**src/design/per_tag_scalar_kalman_position_top_defines.svh**
```systemverilog
`ifndef PER_TAG_SCALAR_KALMAN_POSITION_TOP_DEFINES_SVH
`define PER_TAG_SCALAR_KALMAN_POSITION_TOP_DEFINES_SVH

// Same-cycle implication, checked on every rising edge outside reset.
`define PTKP_ASSERT_IMP(label, clk, rst_n, ante, cons) \
  label: assert property (@(posedge clk) disable iff (!rst_n) (ante) |-> (cons)) \
    else $error("ptkp: same-cycle check failed");

// Next-cycle implication, checked on every rising edge outside reset.
`define PTKP_ASSERT_NXT(label, clk, rst_n, ante, cons) \
  label: assert property (@(posedge clk) disable iff (!rst_n) (ante) |=> (cons)) \
    else $error("ptkp: next-cycle check failed");

`endif

```
**src/design/ptkp_ram.sv**
```systemverilog
module ptkp_ram #(
  parameter int WIDTH = 32,
  parameter int DEPTH = 48
) (
  input  logic                     clk_i,
  input  logic                     we_i,
  input  logic [$clog2(DEPTH)-1:0] waddr_i,
  input  logic [WIDTH-1:0]         wdata_i,
  input  logic [$clog2(DEPTH)-1:0] raddr_i,
  output logic [WIDTH-1:0]         rdata_o
);
  logic [WIDTH-1:0] mem_q [DEPTH];
  logic [WIDTH-1:0] rdata_q;

  always_ff @(posedge clk_i) begin
    if (we_i) begin
      mem_q[waddr_i] <= wdata_i;
    end
    rdata_q <= mem_q[raddr_i];
  end

  assign rdata_o = rdata_q;
endmodule

```
**config.mk**
```make
export PLATFORM = sky130hd
export DESIGN_NAME = ptkp_ram
export DESIGN_NICKNAME = d
export VERILOG_FILES = /design/src/design/per_tag_scalar_kalman_position_top_defines.svh /design/src/design/ptkp_ram.sv
export SDC_FILE = /design/constraint.sdc
export NUM_CORES = 1
export LEC_CHECK = 0
export CAP_MARGIN = 40
export CORE_MARGIN = 2
export CORE_UTILIZATION = 35
export DETAILED_ROUTE_END_ITERATION = 6
export DONT_BUFFER_PORTS = 1
export PLACE_DENSITY = 0.5
export SKIP_LAST_GASP = 1
export SLEW_MARGIN = 20
export SYNTH_ARGS = -nofsm -noshare
export SYNTH_HDL_FRONTEND = slang
export SYNTH_SLANG_ARGS = --single-unit
```
**constraint.sdc**
```tcl
create_clock -name clk_i -period 4.35 [get_ports clk_i]
set_clock_uncertainty 0.1 [all_clocks]
set_input_delay 0.2175 -clock clk_i [delete_from_list [all_inputs] [get_ports clk_i]]
set_output_delay 0.2175 -clock clk_i [all_outputs]
set_load 0.02 [all_outputs]
```
Word level (Yosys, flattened, before mapping):

Memory sizes are Yosys's and may differ from the RTL's. A register that Yosys moved wholly into a read port is not among the register bits.
Cells that the tools add are included.
Widths: inputs -> output; s select.

* register bits after elaboration: 0
* latch bits: 0
* RAM bits: 1536
* bits in read-only memories: 0
* output and inout bits: 32
* word-level logic and storage cells: 3
* memories: 1

Memories
* mem_q: depth 48, width 32, rd ports 1, clocked after memory_dff 1, wr ports 1, line ptkp_ram.sv:12 `logic [WIDTH-1:0] mem_q [DEPTH];`

* add/subtract/negate cells: 0
* $mul: 0
* divide/modulo/power cells: 0
* magnitude comparators: 0
* equal/unequal tests: 0
* shift-type cells: 0
* mux-type cells: 2
* bitwise operators: 0
* reduce and logical (&&, ||, !) cells: 0

Operators with widths (count)
* $mux 1: 2

Longest topological paths before layout:

* depth in word-level cells: 2
* depth in mapped cells: 9
* depth with buffers taken out: 5

Least setup slack after synthesis:

Ideal clock, no wire load.

* path type: input-to-reg
* start point: input waddr_i[3]
* end point: memory mem_q[18][0] (enable)
* data arrival time: 2.908 ns
* data required time: 3.789 ns
* setup slack: 0.881 ns
* stages on the path: 3
* cells stage by stage: nor4bb_1 > nand2_1 > nor3_1

RTL lines
* start, declared: line ptkp_ram.sv:7 `input logic [$clog2(DEPTH)-1:0] waddr_i,`
* end, declared: line ptkp_ram.sv:12

Straight into the memory's write port.

==> parameters.txt <==
Parameter                              Value

Hold path
  Worst-case hold path end point ... mem_q[37][21]
  Worst hold path cell count ... 3
  HP Start ... waddr_i[3]
  Class of the most critical hold timing path ... input port to flip-flop

Pwr
  Largest voltage drop on the vdd net ... 408 uV
  Power, Total ... 32.0 mW
  Power Density ... 456 mW/mm2
  Leakage power of the design ... 23.0 nW

Clocking
  Clock transition time at the flip-flop clock pins of the worst setup and hold paths ... 0.06 ns
  Clock Tree Root ... sky130_fd_sc_hd__clkbuf_16
  Number of gates given a new drive strength after cts ... 0
  CTS Sinks ... 1568
  Number of levels the H-tree was split into ... 4
  TritonCTS Buffers ... 160
  Clock Path Buffers ... 3
  Clock latency at the later pin of the worst-skew pair ... 0.80 ns
  TritonCTS clock tree ... done

Place
  Number of cells after detailed placement ... 5057
  Setup slack at placement ... 1.70 ns
  Gp weighted congestion ... 0.767
  Number of port buffers ... 0
  Total half-perimeter wirelength after legalization and detailed placement ... 90100 um

Global route
  Initial antenna violation count ... 6
  Number of global-route vias before repair ... 30.3k
  Total Routing Usage GR ... 18.2%
  Remaining Overflow, GRT ... 0
  Pin count of the biggest net entering global routing ... 641
  Wire length of the first global-routing pass ... 227000 um

Synthesis
  Fraction of the yosys area taken by sequential cells ... 77.7%
  Post-Synth Simple-Gate Area ... 0.826%
  Synth Area in Compound Gates ... 5.19%
  Cell accounting for the most synthesized area ... sky130_fd_sc_hd__edfxtp_1
  Leading cell type by number of instances after synthesis ... sky130_fd_sc_hd__edfxtp_1
  Share of async-settable or async-resettable flops after synthesis ... 0%
  Summed instance area of the synthesized netlist ... 0.0602 mm2
  Total nets after synthesis ... 2958
  Main combinational cell family by area after synthesis ... multiplexers
  Number of enable flip-flop cells after synthesis ... 1536
  Synthesized instance count ... 2912
  Average cell area after synthesis ... 20.7 um2
  Leading cell types by total area after synthesis ... sky130_fd_sc_hd__edfxtp_1, sky130_fd_sc_hd__mux2i_1, sky130_fd_sc_hd__mux4_2
  Most instantiated flip-flop cell in the synthesis netlist ... sky130_fd_sc_hd__edfxtp_1
  Commonest cells post-synth ... sky130_fd_sc_hd__edfxtp_1, sky130_fd_sc_hd__mux2i_1, sky130_fd_sc_hd__mux4_2
  XOR/XNOR share of the synthesized area ... 0%
  Total of warnings raised by yosys ... 0
  Synth cell types ... 30
  #FFs+latches synth ... 1568
  Post-synthesis mux area share ... 14.5%
  Adder-cell share of the synthesized area ... 0%
  Share of Yosys cell area claimed by the top area cell type ... 76.7%

Timing
  Final setup violation count ... 0
  Final sum of negative setup slack ... 0 ns
  Setup ws final ... 0.501 ns
  Count of pins over their slew limit ... 0
  Setup repair after global routing missed its margin ... false
  Count of endpoints failing hold in the final timing report ... 0
  Least-Margin Pin Slew ... 1.12 ns
  Relative max-transition margin ... 25.5%
  Max Fclk ... 260 MHz
  Post-route clock period utilization ... 88.5%
  Time the final worst path needs with I/O delays and setup ... 3.85 ns

Route
  First-iteration detailed-routing DRC count ... 2836
  DRT Wirelength ... 161000 um
  Average routed wire per standard cell ... 29.5 um
  Number of detailed-route iterations in the first pass ... 6
  DRC Markers ... 0
  Number of vias after detailed routing ... 29.3k
  Via count normalized by instance count ... 5.38
  Final ANT Viol Nets ... 0

Setup path
  CP endpoint kind ... flip-flop
  Cells along the critical path ... buf_16 > buf_16 > buf_16 > mux2i_1 > a22o_1 > a221oi_1 > o22ai_1 > o41ai_2 > dlygate4sd3_1
  Crit path kind ... input port to flip-flop
  CP Buf/Inv Count ... 4
  Startpoint of the lowest-slack register-to-register path ... mem_q[43][14]
  Critical path required time ... 4.99 ns
  Crit path max-delay cell type ... sky130_fd_sc_hd__buf_16
  Cell type group with the largest total delay on the critical path ... buffers and inverters
  Worst path most repeated cell ... sky130_fd_sc_hd__buf_16
  Reg2reg end ... rdata_o[14]
  Crit path arrival time ... 4.49 ns
  FF-to-FF path depth ... 7
  Largest stage delay, worst path ... 0.66 ns
  Worst setup slack for register-to-register paths ... 0.85 ns
  Largest driver fanout on the critical path ... 129
  Type of origin of the critical path ... input port

Layout
  Final non-filler cell total ... 5448
  Layout overhead on the synthesized area ... 16.6%
  Final nets ... 3124
  Layout cell share with drive strength beyond 1 ... 19.0%

Floorplanning
  Die Span X ... 419 um
  Vert. Die Dim ... 419 um
  I/O pin count ... 78
  CORE AREA ... 0.171 mm2
  Initial core utilization ... 35.1%
  Cell Rows ... 152
  Floorplan die area ... 0.175 mm2

Outcome
  Status ... finished, final reports clean

Job
  Number of max-cap violations ... 0
logic make-up (layout without fill, tap and decap cells):
logic type             after synthesis  in the layout
AND/OR/NAND/NOR                    114            114
flip-flops                        1568           1568
other                                0              3
multiplexers                       672            672
buffers and inverters              174            474
AO/OA/AOI/OAI                      384            384
how the worst max path moves through the flow:
stage                  start            to  slack, ns  depth (start not counted)
2_1_floorplan     waddr_i[3]  mem_q[18][0]       0.88                          3
3_3_place_gp      raddr_i[1]   rdata_o[18]       1.58                          6
3_5_place_dp      raddr_i[0]   rdata_o[18]       1.70                          5
4_1_cts        mem_q[43][14]   rdata_o[14]       0.84                          7
5_1_grt           raddr_i[0]   rdata_o[14]       0.30                          9
6_report          raddr_i[0]   rdata_o[14]       0.50                          9
where the power goes:
part	total, mW	internal (mW)	switching, mW
logic	1.63	0.613	1.01
registers	16.9	16.7	0.137
clock network	13.5	7.78	5.75
total	32.0	25.1	6.90
worst register-to-register path: cells and delay by family (launching register included):
| kind | cells | cell delay (ns) |
|---|---|---|
| flops | 1 | 0.35 |
| buf+inv | 3 | 1.77 |
| mux | 2 | 1.01 |
| compound gates | 1 | 0.08 |
| simple gates | 1 | 0.10 |
metal layers:
layer	wire length (um)	track usage [%]
met1	69600	24.9
met2	76700	29.1
met3	9610	3.74
met4	4570	6.03
met5	12	0
repair_timing:
action	in CTS	in global routing
setup buffers	0	0
hold buffers	84	0
endpoints found under the setup margin	0	1
hold endpoints to repair	1740	0
cells in the final DEF, fill, tap and decap left out, types with 2 or more instances in the layout:
master | netlist | final
sky130_fd_sc_hd__buf_12 | 0 | 39
sky130_fd_sc_hd__buf_4 | 23 | 54
sky130_fd_sc_hd__nor2_4 | 0 | 45
sky130_fd_sc_hd__nand2_1 | 39 | 38
sky130_fd_sc_hd__inv_16 | 0 | 3
sky130_fd_sc_hd__inv_6 | 0 | 6
sky130_fd_sc_hd__a22oi_1 | 128 | 128
sky130_fd_sc_hd__nor2b_1 | 6 | 4
sky130_fd_sc_hd__diode_2 | 0 | 3
sky130_fd_sc_hd__mux4_2 | 160 | 160
sky130_fd_sc_hd__o41ai_2 | 32 | 32
sky130_fd_sc_hd__clkbuf_8 | 0 | 11
sky130_fd_sc_hd__nor3_2 | 0 | 4
sky130_fd_sc_hd__buf_16 | 0 | 35
sky130_fd_sc_hd__nor2b_4 | 0 | 2
sky130_fd_sc_hd__clkinv_4 | 0 | 4
sky130_fd_sc_hd__edfxtp_1 | 1536 | 1536
sky130_fd_sc_hd__a22o_1 | 64 | 64
sky130_fd_sc_hd__clkinvlp_4 | 0 | 5
sky130_fd_sc_hd__clkinv_1 | 0 | 17
sky130_fd_sc_hd__mux2i_1 | 512 | 512
sky130_fd_sc_hd__nand3_1 | 5 | 5
sky130_fd_sc_hd__bufinv_16 | 0 | 11
sky130_fd_sc_hd__dfxtp_1 | 32 | 32
sky130_fd_sc_hd__nand2b_2 | 0 | 2
sky130_fd_sc_hd__a21oi_1 | 64 | 64
sky130_fd_sc_hd__clkinv_2 | 0 | 27
sky130_fd_sc_hd__nand2b_1 | 5 | 3
sky130_fd_sc_hd__dlygate4sd3_1 | 0 | 49
sky130_fd_sc_hd__clkbuf_16 | 0 | 164
sky130_fd_sc_hd__clkbuf_1 | 71 | 47
sky130_fd_sc_hd__a221oi_1 | 64 | 64
sky130_fd_sc_hd__nor2_1 | 47 | 2
sky130_fd_sc_hd__o22ai_1 | 32 | 32
registers in the layout, summed over array words and instances, names as in the netlist:
name and flops:
mem_q 1536, rdata_o 32
through the flow:
| stage | area [um2] | utilization (%) | hold slack (ns) |
|---|---|---|---|
| finish | 70100 | 41.0 | 0.0615 |
| global route | 70100 | 41.0 | 0.0343 |
| CTS | 69900 | 40.8 | 0.000822 |
| detailed placement | 63500 | 37.1 | 0.222 |
| global placement | 62800 | 36.7 | 0.224 |
| floorplan | 60200 | - | 0.216 |
layout make-up:
| cell class | instances | area (um2) |
|---|---|---|
| clock buffer | 221 | 4410 |
| clock inverter | 75 | 761 |
| antenna | 3 | 7.51 |
| sequential | 1568 | 46800 |
| multi-input combinational | 1170 | 12700 |
| tap | 2233 | 2790 |
| fill | 14935 | 101000 |
| timing repair buffer | 178 | 2670 |
Note: power is estimated with default switching activity, not from simulation.
